## src/hw/rtl/scfr_pkg.sv

```systemverilog
`timescale 1ns / 1ps
// ----------------------------------------------------------------------------
// scfr_pkg
// shared types and constants of the spi command frame receiver
// ----------------------------------------------------------------------------
package scfr_pkg;

  localparam logic [7:0] CMD_ADC  = 8'b1100_0011;
  localparam logic [7:0] CMD_WAVE = 8'b0011_1100;
  localparam logic [7:0] TICK_MAX = 8'hFF;

  localparam logic [7:0] READY_WAIT_RST    = 8'd3;
  localparam logic [7:0] FINALIZE_WAIT_RST = 8'd5;

  localparam logic REG_READY_WAIT    = 1'b0;
  localparam logic REG_FINALIZE_WAIT = 1'b1;

  typedef enum logic [1:0] {
    OP_TICK = 2'd0,
    OP_EDGE = 2'd1,
    OP_BYTE = 2'd2
  } op_t;

  typedef enum logic [3:0] {
    PH_IDLE       = 4'd0,
    PH_WAIT_READY = 4'd1,
    PH_CMD        = 4'd2,
    PH_ADC        = 4'd3,
    PH_MODE       = 4'd4,
    PH_FHIGH      = 4'd5,
    PH_FLOW       = 4'd6,
    PH_WAIT_NEXT  = 4'd7,
    PH_FINAL      = 4'd8
  } phase_t;

  typedef enum logic [1:0] {
    KIND_NONE = 2'd0,
    KIND_ADC  = 2'd1,
    KIND_WAVE = 2'd2
  } kind_t;

  typedef struct packed {
    logic [1:0] op;
    logic       slave_has_data;
    logic [7:0] rx_byte;
  } item_t;

  typedef struct packed {
    logic        select_level;
    logic        start_transfer;
    logic        sample_valid;
    logic [7:0]  sample_value;
    logic        wave_valid;
    logic [7:0]  wave_mode;
    logic [15:0] wave_freq;
    logic [3:0]  phase_code;
  } result_t;

endpackage

```

## src/hw/rtl/spi_command_frame_receiver_top.sv

```systemverilog
`timescale 1ns / 1ps
// ----------------------------------------------------------------------------
// spi_command_frame_receiver_top
// master-side spi command frame receiver, one event in and one result out
// ----------------------------------------------------------------------------
// Each request is an event (tick, data-ready edge or received byte) and
// yields exactly one result. A request passes an input register, is resolved
// by the protocol next-state logic and lands in a result register, so one
// request is taken every cycle while the result register is not stalled;
// the result is valid once it is in the result register, and only a stalled
// result register holds up the input. Configuration writes take effect at
// the next edge and are meant for when no request is in flight.
module spi_command_frame_receiver_top
  import scfr_pkg::*;
(
  input  logic        clk,
  input  logic        rst_n,
  input  logic        cfg_we,
  input  logic        cfg_addr,
  input  logic [7:0]  cfg_wdata,
  input  logic        in_tvalid,
  output logic        in_tready,
  input  logic [15:0] in_tdata,   // slave_has_data, rx_byte[7:0], zero fill
  input  logic [1:0]  in_tuser,   // op
  output logic        out_tvalid,
  input  logic        out_tready,
  output logic [39:0] out_tdata   // select_level, start_transfer, sample_valid,
                                  // sample_value[7:0], wave_valid, wave_mode[7:0],
                                  // wave_freq[15:0], phase_code[3:0]
);

  logic    item_valid;
  item_t   item;
  result_t res;
  logic    space;
  logic    fire;

  assign fire = item_valid && space;

  scfr_in_reg u_in (
    .clk        (clk),
    .rst_n      (rst_n),
    .in_tvalid  (in_tvalid),
    .in_tready  (in_tready),
    .in_tdata   (in_tdata),
    .in_tuser   (in_tuser),
    .take       (fire),
    .item_valid (item_valid),
    .item       (item)
  );

  scfr_core u_core (
    .clk       (clk),
    .rst_n     (rst_n),
    .cfg_we    (cfg_we),
    .cfg_addr  (cfg_addr),
    .cfg_wdata (cfg_wdata),
    .fire      (fire),
    .item      (item),
    .res       (res)
  );

  scfr_out_reg u_out (
    .clk        (clk),
    .rst_n      (rst_n),
    .load       (fire),
    .res        (res),
    .space      (space),
    .out_tvalid (out_tvalid),
    .out_tready (out_tready),
    .out_tdata  (out_tdata)
  );

endmodule

```

## src/hw/rtl/scfr_in_reg.sv

```systemverilog
`timescale 1ns / 1ps
// ----------------------------------------------------------------------------
// scfr_in_reg
// input register: holds one request until the core takes it
// ----------------------------------------------------------------------------
module scfr_in_reg
  import scfr_pkg::*;
(
  input  logic        clk,
  input  logic        rst_n,
  input  logic        in_tvalid,
  output logic        in_tready,
  input  logic [15:0] in_tdata,
  input  logic [1:0]  in_tuser,
  input  logic        take,
  output logic        item_valid,
  output item_t       item
);

  logic  valid_r, valid_nxt;
  item_t item_r;

  assign in_tready = !valid_r || take;
  assign valid_nxt = (in_tvalid && in_tready) ? 1'b1 : (take ? 1'b0 : valid_r);

  always_ff @(posedge clk) begin
    if (!rst_n) begin
      valid_r <= 1'b0;
    end else begin
      valid_r <= valid_nxt;
    end
  end

  always_ff @(posedge clk) begin
    if (in_tvalid && in_tready) begin
      item_r.op             <= in_tuser;
      item_r.slave_has_data <= in_tdata[0];
      item_r.rx_byte        <= in_tdata[8:1];
    end
  end

  assign item_valid = valid_r;
  assign item       = item_r;

endmodule

```

## src/hw/rtl/scfr_core.sv

```systemverilog
`timescale 1ns / 1ps
// ----------------------------------------------------------------------------
// scfr_core
// protocol state, configuration registers and next-state logic for one request
// ----------------------------------------------------------------------------
module scfr_core
  import scfr_pkg::*;
(
  input  logic       clk,
  input  logic       rst_n,
  input  logic       cfg_we,
  input  logic       cfg_addr,
  input  logic [7:0] cfg_wdata,
  input  logic       fire,
  input  item_t      item,
  output result_t    res
);

  logic [7:0] ready_wait_r, finalize_wait_r;
  phase_t     phase_r, phase_nxt;
  logic [7:0] tick_r, tick_nxt;
  kind_t      kind_r, kind_nxt;
  logic [1:0] pcount_r, pcount_nxt;
  logic [7:0] mode_r, mode_nxt;
  logic [7:0] fhigh_r, fhigh_nxt;
  logic       pend_r, pend_nxt;
  logic       sel_r, sel_nxt;

  logic [7:0] tick_inc;
  logic       level;
  logic       known_op;

  assign level    = item.slave_has_data;
  assign tick_inc = (tick_r == TICK_MAX) ? tick_r : tick_r + 8'd1;

  always_ff @(posedge clk) begin
    if (!rst_n) begin
      ready_wait_r    <= READY_WAIT_RST;
      finalize_wait_r <= FINALIZE_WAIT_RST;
    end else if (cfg_we) begin
      unique case (cfg_addr)
        REG_READY_WAIT:    ready_wait_r    <= cfg_wdata;
        REG_FINALIZE_WAIT: finalize_wait_r <= cfg_wdata;
        default: ;
      endcase
    end
  end

  always_ff @(posedge clk) begin
    if (!rst_n) begin
      phase_r  <= PH_IDLE;
      tick_r   <= 8'd0;
      kind_r   <= KIND_NONE;
      pcount_r <= 2'd0;
      mode_r   <= 8'd0;
      fhigh_r  <= 8'd0;
      pend_r   <= 1'b0;
      sel_r    <= 1'b1;
    end else if (fire) begin
      phase_r  <= phase_nxt;
      tick_r   <= tick_nxt;
      kind_r   <= kind_nxt;
      pcount_r <= pcount_nxt;
      mode_r   <= mode_nxt;
      fhigh_r  <= fhigh_nxt;
      pend_r   <= pend_nxt;
      sel_r    <= sel_nxt;
    end
  end

  always_comb begin
    phase_nxt  = phase_r;
    tick_nxt   = tick_r;
    kind_nxt   = kind_r;
    pcount_nxt = pcount_r;
    mode_nxt   = mode_r;
    fhigh_nxt  = fhigh_r;
    pend_nxt   = pend_r;
    sel_nxt    = sel_r;
    known_op   = 1'b1;
    res        = '0;

    unique case (op_t'(item.op))
      OP_TICK: begin
        tick_nxt = tick_inc;
        case (phase_r)
          PH_WAIT_READY: begin
            if (tick_inc >= ready_wait_r && level) begin
              phase_nxt          = PH_CMD;
              tick_nxt           = 8'd0;
              res.start_transfer = 1'b1;
            end
          end
          PH_WAIT_NEXT: begin
            if (level) begin
              res.start_transfer = 1'b1;
              tick_nxt           = 8'd0;
              case (kind_r)
                KIND_ADC:  phase_nxt = PH_ADC;
                KIND_WAVE: begin
                  case (pcount_r)
                    2'd1:    phase_nxt = PH_FHIGH;
                    2'd2:    phase_nxt = PH_FLOW;
                    default: phase_nxt = PH_MODE;
                  endcase
                end
                default: ;
              endcase
            end
          end
          PH_FINAL: begin
            if (tick_inc >= finalize_wait_r) begin
              phase_nxt = PH_IDLE;
              tick_nxt  = 8'd0;
            end
          end
          default: ;
        endcase
      end
      OP_EDGE: begin
        if (level) begin
          pend_nxt = 1'b1;
        end
      end
      OP_BYTE: begin
        case (phase_r)
          PH_CMD: begin
            if (item.rx_byte == CMD_ADC || item.rx_byte == CMD_WAVE) begin
              kind_nxt = (item.rx_byte == CMD_ADC) ? KIND_ADC : KIND_WAVE;
              if (level) begin
                res.start_transfer = 1'b1;
                phase_nxt = (item.rx_byte == CMD_ADC) ? PH_ADC : PH_MODE;
              end else begin
                phase_nxt = PH_WAIT_NEXT;
                tick_nxt  = 8'd0;
              end
            end
          end
          PH_ADC: begin
            res.sample_valid = 1'b1;
            res.sample_value = item.rx_byte;
            sel_nxt          = 1'b1;
            phase_nxt        = PH_FINAL;
            tick_nxt         = 8'd0;
          end
          PH_MODE, PH_FHIGH: begin
            if (phase_r == PH_MODE) begin
              mode_nxt   = item.rx_byte;
              pcount_nxt = 2'd1;
            end else begin
              fhigh_nxt  = item.rx_byte;
              pcount_nxt = 2'd2;
            end
            if (level) begin
              res.start_transfer = 1'b1;
              phase_nxt = (phase_r == PH_MODE) ? PH_FHIGH : PH_FLOW;
            end else begin
              phase_nxt = PH_WAIT_NEXT;
              tick_nxt  = 8'd0;
            end
          end
          PH_FLOW: begin
            res.wave_valid = 1'b1;
            res.wave_mode  = mode_r;
            res.wave_freq  = {fhigh_r, item.rx_byte};
            pcount_nxt     = 2'd0;
            mode_nxt       = 8'd0;
            fhigh_nxt      = 8'd0;
            kind_nxt       = KIND_NONE;
            sel_nxt        = 1'b1;
            phase_nxt      = PH_FINAL;
            tick_nxt       = 8'd0;
          end
          default: ;
        endcase
      end
      default: known_op = 1'b0;
    endcase

    // a latched request starts a new exchange once the block is idle
    if (known_op && pend_nxt && phase_nxt == PH_IDLE) begin
      pend_nxt  = 1'b0;
      phase_nxt = PH_WAIT_READY;
      tick_nxt  = 8'd0;
      sel_nxt   = 1'b0;
    end

    res.select_level = sel_nxt;
    res.phase_code   = phase_nxt;
  end

`ifndef NO_ASSERTIONS
  a_start_selected: assert property (@(posedge clk) disable iff (!rst_n)
    fire && res.start_transfer |-> !res.select_level)
    else $error("transfer started with chip select released");

  a_one_frame_kind: assert property (@(posedge clk) disable iff (!rst_n)
    fire |-> !(res.sample_valid && res.wave_valid))
    else $error("sample and waveform completed together");

  a_frame_end_final: assert property (@(posedge clk) disable iff (!rst_n)
    fire && (res.sample_valid || res.wave_valid) |->
      res.select_level && res.phase_code == PH_FINAL)
    else $error("frame end without release and finalize");

  a_idle_released: assert property (@(posedge clk) disable iff (!rst_n)
    phase_r == PH_IDLE |-> sel_r)
    else $error("chip select low while idle");
`endif

endmodule

```

## src/hw/rtl/scfr_out_reg.sv

```systemverilog
`timescale 1ns / 1ps
// ----------------------------------------------------------------------------
// scfr_out_reg
// result register toward the master-side stream
// ----------------------------------------------------------------------------
module scfr_out_reg
  import scfr_pkg::*;
(
  input  logic        clk,
  input  logic        rst_n,
  input  logic        load,
  input  result_t     res,
  output logic        space,
  output logic        out_tvalid,
  input  logic        out_tready,
  output logic [39:0] out_tdata
);

  logic    valid_r, valid_nxt;
  result_t res_r;

  assign space     = !valid_r || out_tready;
  assign valid_nxt = load ? 1'b1 : (out_tready ? 1'b0 : valid_r);

  always_ff @(posedge clk) begin
    if (!rst_n) begin
      valid_r <= 1'b0;
    end else begin
      valid_r <= valid_nxt;
    end
  end

  always_ff @(posedge clk) begin
    if (load) begin
      res_r <= res;
    end
  end

  assign out_tvalid = valid_r;
  assign out_tdata  = {res_r.phase_code, res_r.wave_freq, res_r.wave_mode,
                       res_r.wave_valid, res_r.sample_value, res_r.sample_valid,
                       res_r.start_transfer, res_r.select_level};

endmodule
```

## config.mk

```make
export PLATFORM = sky130hd
export DESIGN_NAME = spi_command_frame_receiver_top
export DESIGN_NICKNAME = d
export VERILOG_FILES = /design/src/hw/rtl/scfr_pkg.sv /design/src/hw/rtl/spi_command_frame_receiver_top.sv /design/src/hw/rtl/scfr_in_reg.sv /design/src/hw/rtl/scfr_core.sv /design/src/hw/rtl/scfr_out_reg.sv
export SDC_FILE = /design/constraint.sdc
export NUM_CORES = 1
export LEC_CHECK = 0
export ABC_AREA = 1
export BUFFER_PORTS_ARGS = -buffer_cell sky130_fd_sc_hd__buf_4
export CAP_MARGIN = 15
export CORE_ASPECT_RATIO = 0.7
export CORE_MARGIN = 2
export CORE_UTILIZATION = 30
export CTS_CLUSTER_DIAMETER = 60
export DETAILED_ROUTE_END_ITERATION = 16
export SETUP_SLACK_MARGIN = 0.02
export SYNTH_ARGS = -nofsm -noshare
export SYNTH_HDL_FRONTEND = slang
export SYNTH_HIERARCHICAL = 1
export SYNTH_SLANG_ARGS = --single-unit
```

## constraint.sdc

```tcl
create_clock -name clk -period 7.9 [get_ports clk]
set_input_delay 1.58 -clock clk [delete_from_list [all_inputs] [get_ports clk]]
set_output_delay 1.58 -clock clk [all_outputs]
set_load 0.01 [all_outputs]
```

==> results.md <==
- The routed via count divided by cell count is 4.49.
- The pin slew with the least headroom to its limit is 0.907 ns.
- The met1 track utilization from global routing is 0.215.
- The most common library cell in the layout ignoring fill and taps is sky130_fd_sc_hd__nand2_1.
- After detailed routing, the average wire length per cell comes to 12.7 um.
- The clock insertion delay at the later pin of the skew report is 0.35 ns.
- The met3 capacity usage during global routing is 0.0339.
- The number of nets in the synthesized netlist is 662.
- Counting the buffers created by CTS gives 9.
- The pin count of the biggest net entering global routing is 57.
- In this run the power density over the cells is 211 mW/mm2.
- The clock-pin slew on the worst setup and hold paths is 0.07 ns.
- Walking the worst path, the cells encountered are buf_4 > inv_1 > nand2_2 > nand2_1 > inv_2 > buf_4 > inv_2 > nand2_2 > buf_4.
- The class of the most critical setup path is in2out.
- In the layout the commonest cells are sky130_fd_sc_hd__nand2_1 (124), sky130_fd_sc_hd__inv_1 (92), sky130_fd_sc_hd__nor2_1 (84), sky130_fd_sc_hd__buf_4 (69), sky130_fd_sc_hd__a21oi_1 (55).
- The internal portion of the total power is 0.938 mW.
- The share of total power dissipated in the clock network is 0.390.
- The critical path data arrival time is 2.69 ns.
- The die footprint is 0.0176 mm2.
- STA classifies the critical path endpoint as a primary output.
- The die outline width is 158 um.
- Once placement finished, the instance area stood at 0.00569 mm2.
- The first global-routing pass estimated 18.5 mm of wire.
- The worst path required time is 6.32 ns.
- The busiest layer in global routing is met1.
- STA classifies the critical path startpoint as a primary input.
- The leakage component of the power is 2.55 nW.
- Summed over all layers, the routed wires come to 11.5 mm.
- The max-slew violation total from the final report is 0.
- For this design the top-level I/O count stands at 74.
- VDD sags by at most 0.0000961 V.
- The run finished with clean final reports.
- The total number of placement rows is 39.
- Adding up every negative setup slack in the final design gives 0 ns.
- The worst path in the final design needs a cycle of 4.27 ns, including I/O delays and setup.
- The cell type group with the largest total delay on the critical path is buffers and inverters.
- The post-synthesis instance total is 611.
- In the post-route analysis, the smallest setup slack over all paths is 3.63 ns.
- The clock tree synthesis step divided the H-tree into 3 levels.
- The critical path buffer and inverter count is 6.
- The number of global-route vias before repair came to 3,613.
- The core region area is 0.0162 mm2.
- The number of buffers added for setup after CTS is 0.
- Among all flip-flop cells after synthesis, the most frequent one is sky130_fd_sc_hd__dfxtp_1.
- Prior to clock tree synthesis, the placed netlist has a worst setup slack of 3.61 ns.
- The count of TritonRoute iterations in the first routing pass is 5.
- The combined global-route utilization of all metal layers is 0.133.
- Timing would allow up to 234 MHz.
- The unique cell type count in the Yosys netlist is 37.
- Summing every instance area after synthesis gives 0.00497 mm2.
- The share of the clock period used by the worst path after layout is 0.540.
- The reg-to-reg setup timing slack is 4.06 ns.
- The cell repeated most along the worst path is sky130_fd_sc_hd__buf_4.
- The post-route clock skew is 0.00916 ns.
- Summing all non-filler instances in the final layout gives an area of 0.00603 mm2.
- The count of inserted antenna diode cells is 0.
- From bottom edge to top edge, the die measures 112 um.
- The number of nets still failing antenna checks after routing is 0.
- The initial utilization of the core area, before any placement, comes to 0.306.
- Setup violations remaining at the end of the flow were counted as 0.
- For this design, the CTS-stage hold fixing added 0 buffers.
- Setup repair after global routing left no endpoint under its margin.
- The biggest fanout along the worst timing path is 56.
- The class of the tightest hold or removal check is reg2reg.
- The net switching share of the total power is 0.264.
- The fraction of the core area covered by cells at the end of the flow is 0.371.
- The clock drives 103 sinks.
- After legalization and detailed placement, the total HPWL measured 8.32 mm.
- The power share of the combinational group is 0.135.
- In this run the tightest slew margin relative to its limit is 0.394.
- For this run, the number of Yosys warnings is 6.
- In the final layout, the share of cells above drive strength 1 is 0.161.
- The post-synthesis register bit count is 103.
- The net count of the finished layout is 725.
- The sequential power share is 0.475.
- On the critical path, the stage with the largest delay is an instance of sky130_fd_sc_hd__buf_4.
- The aggregate global routing overflow is 0.
- The net switching power figure is 0.337 mW.
- After detailed routing, the number of remaining DRC violations is 0.
- The number of buffers added on ports is 66.
- The final weighted congestion in routability-driven placement is 0.887.
- The number of fill cells is 1,681.
- The number of instances resized during post-cts repair is 0.
- Counting flops with a built-in enable in the synthesized netlist gives 51.
- The initial antenna violation count is 0.
- The root buffer cell is sky130_fd_sc_hd__clkbuf_16.
- The post-synthesis area per instance is 8.14 um2.
- The layout overhead on the synthesized area is 21.2%.
- Across the run, the number of max-cap violations was 0.
- In this run, the number of DRC markers left after iteration 0 of detailed routing was 349.
- In the global route stage, met2 resource usage came out at 0.174.
- Power comes to 1.27 mW.
- The post-synthesis sequential area ratio is 0.517.
- On the worst path, the slowest cell contributes a delay of 0.53 ns.
- The final count of hold timing violations is 0.
- After synthesis, the share of flip-flops with an asynchronous set or reset is 0.
- The clock tree from TritonCTS is built.
- In this run the deepest clock path goes through 2 buffers.
- The detailed router placed 4,058 vias in this run.
-- cells in the mapped netlist (7+ instances only) --
master                     instances  area share
sky130_fd_sc_hd__nand2_1         124       0.094
sky130_fd_sc_hd__inv_1            93       0.070
sky130_fd_sc_hd__nor2_1           84       0.063
sky130_fd_sc_hd__a21oi_1          55       0.055
sky130_fd_sc_hd__dfxtp_1          52        0.21
sky130_fd_sc_hd__edfxtp_1         51        0.31
sky130_fd_sc_hd__o21ai_0          37       0.037
sky130_fd_sc_hd__nand3_1          22       0.022
sky130_fd_sc_hd__ha_1             19       0.048
sky130_fd_sc_hd__clkbuf_1         12      0.0091
sky130_fd_sc_hd__inv_2             7      0.0053
sky130_fd_sc_hd__nor3_1            7      0.0070
-- layer usage --
layer | wire length [um] | vias up
met5 | 0 | -
met2 | 4480 | 105
li1 | - | 2095
met3 | 809 | 8
met4 | 102 | 0
met1 | 6060 | 1850
-- final cells by class --
class | count | area (um2) | area share
multi-input cells | 389 | 1940 | 0.321
flip-flops and latches | 103 | 2570 | 0.427
inverters | 102 | 383 | 0.0635
well taps | 225 | 282 | 0.0467
clock buffers | 9 | 225 | 0.0374
clock inverters | 7 | 111 | 0.0185
repair buffers | 69 | 518 | 0.0859
-- power groups by stage --
| stage | sequential (mW) | combinational [mW] | clock (mW) |
|---|---|---|---|
| after floorplan | 0.618 | 0.111 | 0 |
| after global placement | 0.618 | 0.170 | 0 |
| after detailed placement | 0.618 | 0.172 | 0 |
| after CTS | 0.605 | 0.173 | 0.515 |
| after global routing | 0.609 | 0.197 | 0.532 |
| final | 0.605 | 0.172 | 0.498 |
-- worst min-delay path, delay by kind of cell (launching register included) --
family / cells / cell delay (ns)
AOI/OAI and AO/OA: 1 / 0.05
buffers and inverters: 1 / 0.06
DFF: 1 / 0.30
-- through the flow --
stage,instances,hold slack [ns]
final,904,0.456
after global routing,904,0.488
after CTS,904,0.460
after detailed placement,888,0.448
after global placement,888,0.443
after floorplan,611,0.430
-- registers in the layout, indices dropped and copies added, names as in the netlist --
register / flops
u_core/finalize_wait_r: 8
u_core/sel_r: 1
u_core/ready_wait_r: 8
u_core/fhigh_r: 8
u_core/kind_r: 2
u_out/out_tvalid: 1
u_core/mode_r: 8
u_in/item: 11
u_core/tick_r: 8
u_out/out_tdata: 40
u_in/item_valid: 1
u_core/phase_r: 4
u_core/pcount_r: 2
u_core/pend_r: 1
-- cells by family after synthesis --
kind of cell	count (synthesis)	share of synthesized area
buffers and inverters	119	0.0933
AND/OR/NAND/NOR	254	0.213
adder cells (fa/ha/maj)	19	0.0478
AO/OA/AOI/OAI	112	0.122
flip-flops	103	0.517
XOR/XNOR	4	0.00705
-- worst paths after layout --
| check | endpoint | cells after the start | startpoint |
|---|---|---|---|
| max | in_tready | 9 | out_tready |
| min | u_core/fhigh_r[1] | 2 | u_core/fhigh_r[1] |
| max reg2reg | u_core/tick_r[0] | 23 | u_core/tick_r[0] |
| min reg2reg | u_core/fhigh_r[1] | 2 | u_core/fhigh_r[1] |
Power figures use the tool's default switching activity.
